<file path="config.mk">
export PLATFORM = sky130hd
export DESIGN_NAME = two_sensor_kalman_fusion_3axis_flat
export DESIGN_NICKNAME = d
export VERILOG_FILES = /design/src/rtl/kf3_pkg.sv /design/src/rtl/kf3_req_if.sv /design/src/rtl/kf3_rsp_if.sv /design/src/rtl/two_sensor_kalman_fusion_3axis.sv /design/src/rtl/kf3_ctrl.sv /design/src/rtl/kf3_dp.sv /design/src/flat_wrapper.sv
export SDC_FILE = /design/constraint.sdc
export NUM_CORES = 2
export LEC_CHECK = 0
export BUFFER_PORTS_ARGS = -buffer_cell sky130_fd_sc_hd__buf_2
export CELL_PAD_IN_SITES_DETAIL_PLACEMENT = 0
export CELL_PAD_IN_SITES_GLOBAL_PLACEMENT = 1
export CORE_MARGIN = 5
export CORE_UTILIZATION = 50
export DETAILED_ROUTE_END_ITERATION = 7
export PLACE_DENSITY_LB_ADDON = 0.1
export SYNTH_ARGS = -nofsm -noshare
export SYNTH_HDL_FRONTEND = slang
export SYNTH_SLANG_ARGS = --single-unit
</file>
<file path="constraint.sdc">
create_clock -name clock -period 21.8 [get_ports clock]
set_clock_uncertainty 0.15 [all_clocks]
set_input_delay 1.09 -clock clock [delete_from_list [all_inputs] [get_ports clock]]
set_output_delay 1.09 -clock clock [all_outputs]
set_load 0.005 [all_outputs]
</file>
<file path="src/rtl/kf3_pkg.sv">
// kf3_pkg: shared types, register indexes, sequencer op codes and helpers
// for the three-axis two-sensor kalman fusion block; depends on nothing
`default_nettype none
package kf3_pkg;

   localparam int AXES   = 3;
   localparam int AXIS_W = 2;
   localparam int DIV_W  = 48;

   typedef logic signed [31:0] q_type;

   // configuration register indexes
   localparam logic [2:0] CSR_INITIAL_VARIANCE = 3'd0;
   localparam logic [2:0] CSR_TRANSITION_GAIN  = 3'd1;
   localparam logic [2:0] CSR_PROCESS_NOISE    = 3'd2;
   localparam logic [2:0] CSR_FIRST_OBS_GAIN   = 3'd3;
   localparam logic [2:0] CSR_FIRST_NOISE      = 3'd4;
   localparam logic [2:0] CSR_SECOND_OBS_GAIN  = 3'd5;
   localparam logic [2:0] CSR_SECOND_NOISE     = 3'd6;

   // operand selects
   localparam logic [3:0] SEL_F   = 4'd0;
   localparam logic [3:0] SEL_E   = 4'd1;
   localparam logic [3:0] SEL_P   = 4'd2;
   localparam logic [3:0] SEL_T   = 4'd3;
   localparam logic [3:0] SEL_H   = 4'd4;
   localparam logic [3:0] SEL_K   = 4'd5;
   localparam logic [3:0] SEL_Z   = 4'd6;
   localparam logic [3:0] SEL_R   = 4'd7;
   localparam logic [3:0] SEL_Q   = 4'd8;
   localparam logic [3:0] SEL_ONE = 4'd9;

   // post operations after the rounded product
   localparam logic [1:0] POST_NONE = 2'd0;
   localparam logic [1:0] POST_ADD  = 2'd1;
   localparam logic [1:0] POST_RSUB = 2'd2;

   // destinations
   localparam logic [2:0] DST_E   = 3'd0;
   localparam logic [2:0] DST_P   = 3'd1;
   localparam logic [2:0] DST_T   = 3'd2;
   localparam logic [2:0] DST_NUM = 3'd3;
   localparam logic [2:0] DST_DEN = 3'd4;

   localparam logic [3:0] OP_LAST = 4'd10;

   localparam logic signed [31:0] Q_ONE = 32'sd65536;
   localparam logic signed [31:0] Q_MAX = 32'sh7fffffff;
   localparam logic signed [31:0] Q_MIN = 32'sh80000000;

   typedef struct packed {
      logic       is_div;
      logic [3:0] a_sel;
      logic [3:0] b_sel;
      logic [3:0] c_sel;
      logic [1:0] post;
      logic [2:0] dst;
   } op_type;

   typedef struct packed {
      logic              capture;
      logic              mul_go;
      logic              wb;
      logic              div_init;
      logic              div_step;
      logic              div_wb;
      logic              out_load;
      logic              sens;
      logic [AXIS_W-1:0] axis;
      op_type            op;
   } cmd_type;

   // one predict (ops 0..2) then one update (ops 3..10)
   function automatic op_type op_decode(logic [3:0] idx);
      op_type o;
      o = '0;
      case (idx)
         4'd0: begin
            o.a_sel = SEL_F; o.b_sel = SEL_E; o.dst = DST_E;
         end
         4'd1: begin
            o.a_sel = SEL_F; o.b_sel = SEL_P; o.dst = DST_T;
         end
         4'd2: begin
            o.a_sel = SEL_T; o.b_sel = SEL_F; o.c_sel = SEL_Q;
            o.post = POST_ADD; o.dst = DST_P;
         end
         4'd3: begin
            o.a_sel = SEL_P; o.b_sel = SEL_H; o.dst = DST_NUM;
         end
         4'd4: begin
            o.a_sel = SEL_H; o.b_sel = SEL_P; o.dst = DST_T;
         end
         4'd5: begin
            o.a_sel = SEL_T; o.b_sel = SEL_H; o.c_sel = SEL_R;
            o.post = POST_ADD; o.dst = DST_DEN;
         end
         4'd6: begin
            o.is_div = 1'b1;
         end
         4'd7: begin
            o.a_sel = SEL_H; o.b_sel = SEL_E; o.c_sel = SEL_Z;
            o.post = POST_RSUB; o.dst = DST_T;
         end
         4'd8: begin
            o.a_sel = SEL_K; o.b_sel = SEL_T; o.c_sel = SEL_E;
            o.post = POST_ADD; o.dst = DST_E;
         end
         4'd9: begin
            o.a_sel = SEL_K; o.b_sel = SEL_H; o.c_sel = SEL_ONE;
            o.post = POST_RSUB; o.dst = DST_T;
         end
         4'd10: begin
            o.a_sel = SEL_T; o.b_sel = SEL_P; o.dst = DST_P;
         end
         default: begin
            o = '0;
         end
      endcase
      return o;
   endfunction

   function automatic q_type sat64(logic signed [63:0] v);
      q_type r;
      if (v > 64'sh000000007fffffff) r = Q_MAX;
      else if (v < -64'sh0000000080000000) r = Q_MIN;
      else r = v[31:0];
      return r;
   endfunction

   function automatic q_type sat33(logic signed [32:0] v);
      q_type r;
      if (v > 33'sh07fffffff) r = Q_MAX;
      else if (v < -33'sh080000000) r = Q_MIN;
      else r = v[31:0];
      return r;
   endfunction

endpackage
`default_nettype wire

</file>
<file path="src/rtl/kf3_req_if.sv">
// kf3_req_if: input channel, two sensor readings per axis and a restart flag
// depends on nothing
`default_nettype none
interface kf3_req_if;
   logic        valid;
   logic        ready;
   logic        restart;
   logic [31:0] first_x;
   logic [31:0] first_y;
   logic [31:0] first_z;
   logic [31:0] second_x;
   logic [31:0] second_y;
   logic [31:0] second_z;

   modport source (output valid, restart, first_x, first_y, first_z,
                   second_x, second_y, second_z, input ready);
   modport sink (input valid, restart, first_x, first_y, first_z,
                 second_x, second_y, second_z, output ready);
endinterface
`default_nettype wire

</file>
<file path="src/rtl/kf3_rsp_if.sv">
// kf3_rsp_if: result channel, fused estimate per axis
// depends on nothing
`default_nettype none
interface kf3_rsp_if;
   logic        valid;
   logic        ready;
   logic [31:0] estimate_x;
   logic [31:0] estimate_y;
   logic [31:0] estimate_z;

   modport source (output valid, estimate_x, estimate_y, estimate_z, input ready);
   modport sink (input valid, estimate_x, estimate_y, estimate_z, output ready);
endinterface
`default_nettype wire

</file>
<file path="src/rtl/two_sensor_kalman_fusion_3axis.sv">
// Three-axis scalar Kalman fusion of two position sensors in signed Q16.16.
// Each word on req_chan carries one reading per axis from both sensors. Per
// axis the block predicts, updates with sensor one, then predicts and updates
// with sensor two. Estimate and variance per axis are kept across words;
// restart reloads zero estimates and initial_variance first. A new word is
// taken only in idle, once the result of the last word is loaded. Per axis
// and sensor there are 10 products (3 predict, 7 update) on the shared 32x32
// multiplier, each a multiply and a write-back, plus a gain divide (a start
// step, 48 one-bit-a-cycle steps and a write-back). A last state loads the
// result. A new word is taken while a result still waits on rsp_chan. The next
// result is held back until the waiting one is taken. Configuration is to be
// written on csr_ by the user while idle; the block itself does not enforce it.
`default_nettype none
module two_sensor_kalman_fusion_3axis (
   input  wire          clock,
   input  wire          reset,
   input  wire          csr_write_enable,
   input  wire  [2:0]   csr_index,
   input  wire  [31:0]  csr_write_data,
   kf3_req_if.sink      req_chan,
   kf3_rsp_if.source    rsp_chan
);

   kf3_pkg::cmd_type cmd;

   // sequencer
   kf3_ctrl u_ctrl (
      .clock     (clock),
      .reset     (reset),
      .req_valid (req_chan.valid),
      .req_ready (req_chan.ready),
      .rsp_valid (rsp_chan.valid),
      .rsp_ready (rsp_chan.ready),
      .cmd       (cmd)
   );

   // arithmetic and state
   kf3_dp u_dp (
      .clock            (clock),
      .reset            (reset),
      .csr_write_enable (csr_write_enable),
      .csr_index        (csr_index),
      .csr_write_data   (csr_write_data),
      .restart          (req_chan.restart),
      .first_x          (req_chan.first_x),
      .first_y          (req_chan.first_y),
      .first_z          (req_chan.first_z),
      .second_x         (req_chan.second_x),
      .second_y         (req_chan.second_y),
      .second_z         (req_chan.second_z),
      .cmd              (cmd),
      .estimate_x       (rsp_chan.estimate_x),
      .estimate_y       (rsp_chan.estimate_y),
      .estimate_z       (rsp_chan.estimate_z)
   );

endmodule
`default_nettype wire

</file>
<file path="src/rtl/kf3_ctrl.sv">
// kf3_ctrl: sequencer walking axes, sensors and micro ops, and the result valid
// depends on kf3_pkg
`default_nettype none
module kf3_ctrl (
   input  wire                 clock,
   input  wire                 reset,
   input  wire                 req_valid,
   output logic                req_ready,
   output logic                rsp_valid,
   input  wire                 rsp_ready,
   output kf3_pkg::cmd_type    cmd
);

   localparam logic [2:0] S_IDLE  = 3'd0;
   localparam logic [2:0] S_MUL   = 3'd1;
   localparam logic [2:0] S_WB    = 3'd2;
   localparam logic [2:0] S_DIV   = 3'd3;
   localparam logic [2:0] S_DIVWB = 3'd4;
   localparam logic [2:0] S_OUT   = 3'd5;

   localparam logic [5:0] DIV_LAST = 6'(kf3_pkg::DIV_W - 1);
   localparam logic [kf3_pkg::AXIS_W-1:0] AXIS_LAST = kf3_pkg::AXIS_W'(kf3_pkg::AXES - 1);

   logic [2:0]                   state_ff, state_in;
   logic [3:0]                   op_ff, op_in;
   logic                         sens_ff, sens_in;
   logic [kf3_pkg::AXIS_W-1:0]   axis_ff, axis_in;
   logic [5:0]                   cnt_ff, cnt_in;
   logic                         rsp_valid_ff, rsp_valid_in;
   kf3_pkg::op_type              op_dec;
   logic                         adv;

   assign op_dec    = kf3_pkg::op_decode(op_ff);
   assign req_ready = (state_ff == S_IDLE);
   assign rsp_valid = rsp_valid_ff;

   // next state and commands
   always_comb begin
      state_in     = state_ff;
      op_in        = op_ff;
      sens_in      = sens_ff;
      axis_in      = axis_ff;
      cnt_in       = cnt_ff;
      rsp_valid_in = rsp_valid_ff && !rsp_ready;
      adv          = 1'b0;
      cmd          = '0;
      cmd.sens     = sens_ff;
      cmd.axis     = axis_ff;
      cmd.op       = op_dec;
      case (state_ff)
         S_IDLE: begin
            if (req_valid) begin
               cmd.capture = 1'b1;
               op_in       = '0;
               sens_in     = 1'b0;
               axis_in     = '0;
               state_in    = S_MUL;
            end
         end
         S_MUL: begin
            if (op_dec.is_div) begin
               cmd.div_init = 1'b1;
               cnt_in       = '0;
               state_in     = S_DIV;
            end else begin
               cmd.mul_go = 1'b1;
               state_in   = S_WB;
            end
         end
         S_WB: begin
            cmd.wb = 1'b1;
            adv    = 1'b1;
         end
         S_DIV: begin
            cmd.div_step = 1'b1;
            cnt_in       = cnt_ff + 6'd1;
            if (cnt_ff == DIV_LAST) state_in = S_DIVWB;
         end
         S_DIVWB: begin
            cmd.div_wb = 1'b1;
            adv        = 1'b1;
         end
         S_OUT: begin
            if (!rsp_valid_ff || rsp_ready) begin
               cmd.out_load = 1'b1;
               rsp_valid_in = 1'b1;
               state_in     = S_IDLE;
            end
         end
         default: begin
            state_in = S_IDLE;
         end
      endcase
      // step to next op, sensor, axis
      if (adv) begin
         state_in = S_MUL;
         if (op_ff == kf3_pkg::OP_LAST) begin
            op_in = '0;
            if (sens_ff) begin
               sens_in = 1'b0;
               if (axis_ff == AXIS_LAST) state_in = S_OUT;
               else axis_in = axis_ff + 1'b1;
            end else begin
               sens_in = 1'b1;
            end
         end else begin
            op_in = op_ff + 4'd1;
         end
      end
   end

   always_ff @(posedge clock) begin
      if (reset) begin
         state_ff     <= S_IDLE;
         op_ff        <= '0;
         sens_ff      <= 1'b0;
         axis_ff      <= '0;
         cnt_ff       <= '0;
         rsp_valid_ff <= 1'b0;
      end else begin
         state_ff     <= state_in;
         op_ff        <= op_in;
         sens_ff      <= sens_in;
         axis_ff      <= axis_in;
         cnt_ff       <= cnt_in;
         rsp_valid_ff <= rsp_valid_in;
      end
   end

endmodule
`default_nettype wire

</file>
<file path="src/rtl/kf3_dp.sv">
// kf3_dp: configuration registers, per-axis state, shared q16.16 multiplier,
// bit-serial divider and result register; depends on kf3_pkg
`default_nettype none
module kf3_dp (
   input  wire                 clock,
   input  wire                 reset,
   input  wire                 csr_write_enable,
   input  wire  [2:0]          csr_index,
   input  wire  [31:0]         csr_write_data,
   input  wire                 restart,
   input  wire  [31:0]         first_x,
   input  wire  [31:0]         first_y,
   input  wire  [31:0]         first_z,
   input  wire  [31:0]         second_x,
   input  wire  [31:0]         second_y,
   input  wire  [31:0]         second_z,
   input  kf3_pkg::cmd_type    cmd,
   output logic [31:0]         estimate_x,
   output logic [31:0]         estimate_y,
   output logic [31:0]         estimate_z
);

   localparam int AX = kf3_pkg::AXES;
   localparam int DW = kf3_pkg::DIV_W;

   logic [30:0]     init_var_ff, proc_noise_ff, noise1_ff, noise2_ff;
   kf3_pkg::q_type  trans_ff, gain1_ff, gain2_ff;
   kf3_pkg::q_type  z1_ff [AX];
   kf3_pkg::q_type  z2_ff [AX];
   kf3_pkg::q_type  est_ff [AX];
   kf3_pkg::q_type  var_ff [AX];
   kf3_pkg::q_type  out_ff [AX];
   kf3_pkg::q_type  t_ff, k_ff, num_ff, den_ff;
   logic signed [63:0] prod_ff;
   logic [30:0]     rem_ff;
   logic [DW-1:0]   quo_ff;
   logic            neg_ff;

   kf3_pkg::q_type  a_val, b_val, c_val, m_val, wb_val;
   kf3_pkg::q_type  h_val, z_val;
   logic [30:0]     r_val;
   logic signed [63:0] rnd;
   logic [31:0]     rem_sh, num_mag;
   logic            ge;
   kf3_pkg::q_type  k_val;

   assign h_val = cmd.sens ? gain2_ff : gain1_ff;
   assign r_val = cmd.sens ? noise2_ff : noise1_ff;
   assign z_val = cmd.sens ? z2_ff[cmd.axis] : z1_ff[cmd.axis];

   function automatic kf3_pkg::q_type pick(logic [3:0] sel);
      kf3_pkg::q_type v;
      case (sel)
         kf3_pkg::SEL_F:   v = trans_ff;
         kf3_pkg::SEL_E:   v = est_ff[cmd.axis];
         kf3_pkg::SEL_P:   v = var_ff[cmd.axis];
         kf3_pkg::SEL_T:   v = t_ff;
         kf3_pkg::SEL_H:   v = h_val;
         kf3_pkg::SEL_K:   v = k_ff;
         kf3_pkg::SEL_Z:   v = z_val;
         kf3_pkg::SEL_R:   v = {1'b0, r_val};
         kf3_pkg::SEL_Q:   v = {1'b0, proc_noise_ff};
         kf3_pkg::SEL_ONE: v = kf3_pkg::Q_ONE;
         default:          v = '0;
      endcase
      return v;
   endfunction

   // operand select, rounding, post add or subtract
   always_comb begin
      a_val = pick(cmd.op.a_sel);
      b_val = pick(cmd.op.b_sel);
      c_val = pick(cmd.op.c_sel);
      rnd   = (prod_ff + 64'sd32768) >>> 16;
      m_val = kf3_pkg::sat64(rnd);
      case (cmd.op.post)
         kf3_pkg::POST_ADD:  wb_val = kf3_pkg::sat33(33'(c_val) + 33'(m_val));
         kf3_pkg::POST_RSUB: wb_val = kf3_pkg::sat33(33'(c_val) - 33'(m_val));
         default:            wb_val = m_val;
      endcase
   end

   // divider step and final gain with sign and saturation
   always_comb begin
      num_mag = num_ff[31] ? (~num_ff + 32'd1) : num_ff;
      rem_sh  = {rem_ff, quo_ff[DW-1]};
      ge      = (rem_sh >= {1'b0, den_ff[30:0]});
      if (den_ff <= 0) begin
         k_val = '0;
      end else if (!neg_ff) begin
         k_val = (quo_ff > DW'(32'h7fffffff)) ? kf3_pkg::Q_MAX : quo_ff[31:0];
      end else begin
         k_val = (quo_ff > DW'(32'h80000000)) ? kf3_pkg::Q_MIN : (~quo_ff[31:0] + 32'd1);
      end
   end

   // configuration registers
   always_ff @(posedge clock) begin
      if (reset) begin
         init_var_ff   <= 31'd65536000;
         trans_ff      <= 32'sd65536;
         proc_noise_ff <= 31'd66;
         gain1_ff      <= 32'sd65536;
         noise1_ff     <= 31'd65536;
         gain2_ff      <= 32'sd65536;
         noise2_ff     <= 31'd163840;
      end else if (csr_write_enable) begin
         case (csr_index)
            kf3_pkg::CSR_INITIAL_VARIANCE: init_var_ff   <= csr_write_data[30:0];
            kf3_pkg::CSR_TRANSITION_GAIN:  trans_ff      <= csr_write_data;
            kf3_pkg::CSR_PROCESS_NOISE:    proc_noise_ff <= csr_write_data[30:0];
            kf3_pkg::CSR_FIRST_OBS_GAIN:   gain1_ff      <= csr_write_data;
            kf3_pkg::CSR_FIRST_NOISE:      noise1_ff     <= csr_write_data[30:0];
            kf3_pkg::CSR_SECOND_OBS_GAIN:  gain2_ff      <= csr_write_data;
            kf3_pkg::CSR_SECOND_NOISE:     noise2_ff     <= csr_write_data[30:0];
            default: begin
            end
         endcase
      end
   end

   // per-axis estimate and variance
   always_ff @(posedge clock) begin
      if (reset) begin
         for (int i = 0; i < AX; i++) begin
            est_ff[i] <= '0;
            var_ff[i] <= 32'sd65536000;
         end
      end else if (cmd.capture && restart) begin
         for (int i = 0; i < AX; i++) begin
            est_ff[i] <= '0;
            var_ff[i] <= {1'b0, init_var_ff};
         end
      end else if (cmd.wb) begin
         if (cmd.op.dst == kf3_pkg::DST_E) est_ff[cmd.axis] <= wb_val;
         if (cmd.op.dst == kf3_pkg::DST_P) var_ff[cmd.axis] <= wb_val;
      end
   end

   // measurement capture, scratch, multiplier, divider, result
   always_ff @(posedge clock) begin
      if (cmd.capture) begin
         z1_ff[0] <= first_x;
         z1_ff[1] <= first_y;
         z1_ff[2] <= first_z;
         z2_ff[0] <= second_x;
         z2_ff[1] <= second_y;
         z2_ff[2] <= second_z;
      end
      if (cmd.mul_go) prod_ff <= 64'(a_val) * 64'(b_val);
      if (cmd.wb) begin
         if (cmd.op.dst == kf3_pkg::DST_T)   t_ff   <= wb_val;
         if (cmd.op.dst == kf3_pkg::DST_NUM) num_ff <= wb_val;
         if (cmd.op.dst == kf3_pkg::DST_DEN) den_ff <= wb_val;
      end
      if (cmd.div_init) begin
         neg_ff <= num_ff[31];
         rem_ff <= '0;
         quo_ff <= {num_mag, 16'd0};
      end else if (cmd.div_step) begin
         rem_ff <= ge ? 31'(rem_sh - {1'b0, den_ff[30:0]}) : rem_sh[30:0];
         quo_ff <= {quo_ff[DW-2:0], ge};
      end
      if (cmd.div_wb) k_ff <= k_val;
      if (cmd.out_load) begin
         for (int i = 0; i < AX; i++) out_ff[i] <= est_ff[i];
      end
   end

   assign estimate_x = out_ff[0];
   assign estimate_y = out_ff[1];
   assign estimate_z = out_ff[2];

endmodule
`default_nettype wire
</file>
<file path="src/flat_wrapper.sv">
// flat-port wrapper written by rule: the top's interface ports become plain ports
module two_sensor_kalman_fusion_3axis_flat 
  (clock, reset, csr_write_enable, csr_index, csr_write_data, req_chan_valid, req_chan_restart, req_chan_first_x, req_chan_first_y, req_chan_first_z, req_chan_second_x, req_chan_second_y, req_chan_second_z, req_chan_ready, rsp_chan_valid, rsp_chan_estimate_x, rsp_chan_estimate_y, rsp_chan_estimate_z, rsp_chan_ready);
  kf3_req_if req_chan_i ();
  kf3_rsp_if rsp_chan_i ();
  input  wire clock;
  input  wire reset;
  input  wire csr_write_enable;
  input  wire  [2:0] csr_index;
  input  wire  [31:0] csr_write_data;
  input wire logic [$bits(req_chan_i.valid)-1:0] req_chan_valid;
  input wire logic [$bits(req_chan_i.restart)-1:0] req_chan_restart;
  input wire logic [$bits(req_chan_i.first_x)-1:0] req_chan_first_x;
  input wire logic [$bits(req_chan_i.first_y)-1:0] req_chan_first_y;
  input wire logic [$bits(req_chan_i.first_z)-1:0] req_chan_first_z;
  input wire logic [$bits(req_chan_i.second_x)-1:0] req_chan_second_x;
  input wire logic [$bits(req_chan_i.second_y)-1:0] req_chan_second_y;
  input wire logic [$bits(req_chan_i.second_z)-1:0] req_chan_second_z;
  output wire logic [$bits(req_chan_i.ready)-1:0] req_chan_ready;
  output wire logic [$bits(rsp_chan_i.valid)-1:0] rsp_chan_valid;
  output wire logic [$bits(rsp_chan_i.estimate_x)-1:0] rsp_chan_estimate_x;
  output wire logic [$bits(rsp_chan_i.estimate_y)-1:0] rsp_chan_estimate_y;
  output wire logic [$bits(rsp_chan_i.estimate_z)-1:0] rsp_chan_estimate_z;
  input wire logic [$bits(rsp_chan_i.ready)-1:0] rsp_chan_ready;
  assign req_chan_i.valid = req_chan_valid;
  assign req_chan_i.restart = req_chan_restart;
  assign req_chan_i.first_x = req_chan_first_x;
  assign req_chan_i.first_y = req_chan_first_y;
  assign req_chan_i.first_z = req_chan_first_z;
  assign req_chan_i.second_x = req_chan_second_x;
  assign req_chan_i.second_y = req_chan_second_y;
  assign req_chan_i.second_z = req_chan_second_z;
  assign req_chan_ready = req_chan_i.ready;
  assign rsp_chan_valid = rsp_chan_i.valid;
  assign rsp_chan_estimate_x = rsp_chan_i.estimate_x;
  assign rsp_chan_estimate_y = rsp_chan_i.estimate_y;
  assign rsp_chan_estimate_z = rsp_chan_i.estimate_z;
  assign rsp_chan_i.ready = rsp_chan_ready;
  two_sensor_kalman_fusion_3axis u_core (.clock(clock), .reset(reset), .csr_write_enable(csr_write_enable), .csr_index(csr_index), .csr_write_data(csr_write_data), .req_chan(req_chan_i), .rsp_chan(rsp_chan_i));
endmodule
</file>
==> Word-level counts from Yosys, hierarchy flattened <==
Memory sizes are Yosys's and may differ from the RTL's. A register that Yosys moved wholly into a read port is not among the register bits.
Cells that the tools add are included.
{ "word_totals": {"ram_bits": 480, "out_inout_bits": 98, "wordCells": 249, "ff_bits": 509, "n_memories": 5} }
{ "op_classes": {"addsub": 9, "eq_ne": 61, "n_mux": 99, "reduce_logical": 34, "bitwise": 8, "n_lt_le_gt_ge": 10, "n_mul": 1} }
{ "memory_table": {"columns": ["memory", "depth", "width", "read_ports", "rd_ports_with_merged_regs", "write_ports", "line_no", "rtl"], "rows": [
  ["u_core.u_dp.est_ff", 3, 32, 4, 1, 3, "kf3_dp.sv:30", "kf3_pkg::q_type est_ff [AX];"],
  ["u_core.u_dp.out_ff", 3, 32, 3, 0, 3, "kf3_dp.sv:32", "kf3_pkg::q_type out_ff [AX];"],
  ["u_core.u_dp.var_ff", 3, 32, 1, 1, 3, "kf3_dp.sv:31", "kf3_pkg::q_type var_ff [AX];"],
  ["u_core.u_dp.z1_ff", 3, 32, 1, 1, 3, "kf3_dp.sv:28", "kf3_pkg::q_type z1_ff [AX];"],
  ["u_core.u_dp.z2_ff", 3, 32, 1, 1, 3, "kf3_dp.sv:29", "kf3_pkg::q_type z2_ff [AX];"]
]} }
{ "ops": {"columns": ["op", "n"], "rows": [
  ["32-bit one-hot mux with 10 select lines", 3],
  ["32-bit two-way mux", 20],
  ["48-bit by 32-bit > comparator with 1-bit output (second input constant)", 2],
  ["48-bit two-way mux", 2],
  ["7-bit one-hot mux with 10 select lines", 1],
  ["33-bit by 32-bit > comparator with 1-bit output (second input constant)", 2],
  ["33-bit by 32-bit < comparator with 1-bit output (second input constant)", 2],
  ["32-bit by 1-bit adder with 32-bit output (second input constant)", 2],
  ["64-bit by 17-bit adder with 64-bit output (second input constant)", 1],
  ["4-bit by 3-bit == test with 1-bit output (second input constant)", 16],
  ["32-bit by 32-bit multiplier with 64-bit output", 1],
  ["32-bit inverter", 2],
  ["32-bit one-hot mux with 2 select lines", 1],
  ["32-bit OR reduction", 2],
  ["31-bit two-way mux", 2],
  ["48-bit by 31-bit > comparator with 1-bit output (second input constant)", 1],
  ["48-bit by 32-bit < comparator with 1-bit output (second input constant)", 1],
  ["1-bit two-way mux", 42],
  ["4-bit == test (second input constant)", 9],
  ["32-bit by 32-bit adder with 33-bit output", 1],
  ["32-bit by 32-bit subtractor with 33-bit output", 1],
  ["4-bit by 2-bit == test with 1-bit output (second input constant)", 8],
  ["32-bit by 31-bit >= comparator with 1-bit output", 1],
  ["32-bit by 1-bit <= comparator with 1-bit output (second input constant)", 1],
  ["33 further kinds", 98]
]} }

==> Depth between registers and ports, before layout <==
{ "logic_depth": {"depth_word": 11, "depth_mapped": 41} }

==> Modules after synthesis <==
A second synthesis with hierarchy kept.
{ "unflattened": {"cells_unflattened": 8974, "hier_area_um2": 88179.6} }
{ "by_module_without_submodules": {"columns": ["mod", "area_each_um2", "n_inst", "cells_each"], "rows": [
  ["kf3_dp", 86978.4, 1, 8811],
  ["kf3_ctrl", 1201.2, 1, 163]
]} }

==> Least setup slack after synthesis <==
No wires, ideal clock.
{ "synth_path": {"path_kind": "reg-to-reg", "start": "reg, netlist name u_core.u_ctrl.axis_ff[0]", "end": "reg u_core.u_dp.prod_ff[61], data pin", "path_slack_ns": 11.454, "path_stages_with_launch": 33, "arrival_ns": 9.930, "required_ns": 21.384, "setup_ns": 0.266, "synth_period_minus_slack_ns": 10.346, "cell_sequence": "dfxtp_1 buf_2 buf_2 buf_2 buf_2 buf_2 mux4_2 nand2_1 nand3_1 clkbuf_1 nand2_1 inv_1 fa_1 fa_1 fa_1 fa_1 inv_1 fa_1 inv_1 fa_1 inv_1 fa_1 inv_1 fa_1 ha_1 a21o_1 a21o_1 a21o_1 a21oi_1 o21bai_1 a2111oi_0 nor3_1 xor2_1"} }
{ "synth_lines": {"columns": ["item", "line_no", "rtl"], "rows": [
  ["end signal: assignment", "kf3_dp.sv:150", "if (cmd.mul_go) prod_ff <= 64'(a_val) * 64'(b_val);"],
  ["end: declaration", "kf3_dp.sv:34", "logic signed [63:0] prod_ff;"]
]} }

==> reports/metrics.cfg <==
[timing]
rsz0062_at_grt = no
setup_viol_count_final = 0
finalHoldWorstSlack_ns = 0.277
slew_viol_final = 0
fin_crit_ns = 12.21
worst_pin_slew_ns = 1.29
clock.fmax_ghz = 0.0819
setup-tns-final_ns = 0
slew_headroom_pct = 13.9
finalCritPeriodShare_pct = 56.0
hold_viol = 0

[placement]
post-dp-hpwl_um = 240000
io_buffer_count = 330
place_congestion = 0.989

[floorplanning]
die_h_um = 423
ioPinCount = 331
start_util_pct = 50.3
core-area_sq_um = 170000
die_w_um = 423
dieArea_sq_um = 179000
rows = 151

[yosys]
synthFlopType = edfxtp_1
synthCells = 8457
yosys-top-cells-area = edfxtp_1, fa_1, dfxtp_1, nand2_1, inv_1
synth_warnings = 0
synth_area_sq_um = 85400
synth_top_cell_by_area = edfxtp_1
synthDistinctLibCells = 109
synthArstFlopShare_pct = 0
syn_nets = 10100
synth_edf_count = 754
synth_top_area_share_pct = 26.5
ys_ff_latch = 1038
synth_area_per_cell_sq_um = 10.1
seq_area_frac_synth_pct = 33.2

[detailed_routing]
vias = 66100
drt-vias-per-instance = 6.06
routedWlPerCell_um = 29.3
firstDrtPassIters = 8
drt_first_iter_violations = 8000
drc_errors = 2
drt-total-wl_um = 319000
ant_nets = 0

[cts]
clock_latency_ns = 0.83
clk_pin_slew_worst_paths_ns = 0.06
cts_resized = 0
post_cts_buffers = 0
htree_levels = 3
numCtsBuffers = 109
cts_tree = done
holdBufCountCts = 0
cts_sinks = 1038
cts_buffer_depth = 3
root_buffer = clkbuf_16

[finish]
nNetsFinal = 10200
nFillCells = 15200
layout_commonest_cell = nand2_1
drive_gt1_share_pct = 11.8
syn2layout_area_growth_pct = 9.23
final_cell_mix = nand2_1, inv_1, fa_1

[global_route]
gr-total-overflow = 0
grt_max_degree = 93
grt_pass1_wl_um = 460000
track_usage_pct = 35.4
grt_pass1_vias = 65500
antenna_found_initial = 26

[worst_hold_path]
min_path_cells = 0
hold_class = reg -> reg

[power]
p_int_mw = 4.99
p_per_area_nw_per_um2 = 97.8
p_total_mw = 9.12
p_sw_mw = 4.13
p_seq_share_pct = 28.8
ir_drop_v = 0.0000770
p_leak_nw = 39.4
switching_share_pct = 45.3
power_frac_comb_pct = 49.7
clkPwrFrac_pct = 21.5

[critical_path]
reg2reg_slack_ns = 9.59
worst_r2r_path_depth = 28
max_stage_delay_ns = 0.83
crit_path_frequent_cell = fa_1
critPathKind = reg -> reg
cp-end-kind = register
cp_slowest_cell = dfxtp_4
arrival_ns = 12.51
start_kind = register
critPathRequiredTime_ns = 22.09
critPathMaxFanout = 43

[flow_run]
maxCapViolCount = 0

[outcome]
outcome = finished, violations left
failed_checks = design-rule violations

## registers in the layout, indices dropped and copies added (netlist names), 31 cells and up
register / flops
u_core.u_dp.den_ff: 32
u_core.u_dp.est_ff: 128
u_core.u_dp.gain1_ff: 32
u_core.u_dp.gain2_ff: 32
u_core.u_dp.init_var_ff: 31
u_core.u_dp.k_ff: 32
u_core.u_dp.noise1_ff: 31
u_core.u_dp.noise2_ff: 31
u_core.u_dp.num_ff: 32
u_core.u_dp.out_ff: 96
u_core.u_dp.proc_noise_ff: 31
u_core.u_dp.prod_ff: 49
u_core.u_dp.quo_ff: 48
u_core.u_dp.rem_ff: 31
u_core.u_dp.t_ff: 32
u_core.u_dp.trans_ff: 32
u_core.u_dp.var_ff: 128
u_core.u_dp.z1_ff: 96
u_core.u_dp.z2_ff: 96
## synth_stat cells, types with 107 or more instances
library cell and instances:
edfxtp_1 754, ha_1 281, a21oi_1 451, dfxtp_1 284
fa_1 1084, nor2_1 782, nand3_1 121, o21ai_0 233
nand2_1 1299, xnor2_1 107, inv_1 1168, clkbuf_1 417
## cell families after synthesis
kind of cell / Yosys count / synth area share [%]
compound gates: 1275 / 10.1
mux: 236 / 4.32
flops: 1038 / 33.2
fa+ha+maj: 1367 / 29.6
simple gates: 2688 / 13.5
buf+inv: 1663 / 7.40
xor+xnor: 190 / 1.95
## critical path: cells and delay by family (launching register included)
kind	cells	cell delay (ns)
adder cells (fa/ha/maj)	9	4.64
buffers and inverters	7	2.00
AO/OA/AOI/OAI	6	1.73
AND/OR/NAND/NOR	4	1.52
flip-flops	1	0.83
multiplexers	1	0.80
XOR/XNOR	1	0.11
## area by class of cell
| type | instances | area, sq um | share of cell area, % |
|---|---|---|---|
| clock inverter | 64 | 838 | 0.899 |
| multi-input combinational | 5756 | 51000 | 54.7 |
| antenna | 17 | 42.5 | 0.0456 |
| tap | 2218 | 2780 | 2.98 |
| inverter | 1177 | 4430 | 4.75 |
| timing repair buffer | 497 | 2910 | 3.12 |
| sequential | 1038 | 28300 | 30.4 |
| clock buffer | 141 | 2950 | 3.16 |
## final timing paths
| check | start | end |
|---|---|---|
| worst min register to register | u_core.u_dp.est_ff[1][25] | u_core.u_dp.out_ff[0][57] |
| worst max-delay path | u_core.u_ctrl.axis_ff[0] | u_core.u_dp.prod_ff[62] |
| worst max register to register | u_core.u_ctrl.axis_ff[0] | u_core.u_dp.prod_ff[62] |
| worst min-delay path | u_core.u_dp.est_ff[1][25] | u_core.u_dp.out_ff[0][57] |
## layer usage
layer  track usage (%)  up-vias  wire [um]
met4              17.2        4      19100
met1              48.5    33800     126000
met5                 0        -         24
li1                  -    28200          -
met2              53.0     3521     140000
met3              8.73      680      34100
## through the flow
step	std cells	setup slack (ns)	instance area [sq um]	util (%)
floorplan	8457	11.45	85400	-
global placement	10700	9.92	89400	52.7
detailed placement	10700	9.83	89400	52.7
CTS	10900	9.71	93200	54.9
global route	10900	9.13	93200	54.9
finish	10900	9.59	93200	55.0
## power groups by stage
stage	combinational, mW	clock (mW)	sequential [mW]
after floorplan	2.75	0	2.62
after global placement	4.43	0	2.66
after detailed placement	4.46	0	2.67
after CTS	4.48	1.98	2.63
after global routing	4.86	2.07	2.65
final	4.53	1.96	2.63
No activity file was read; power rests on OpenSTA's default activity.
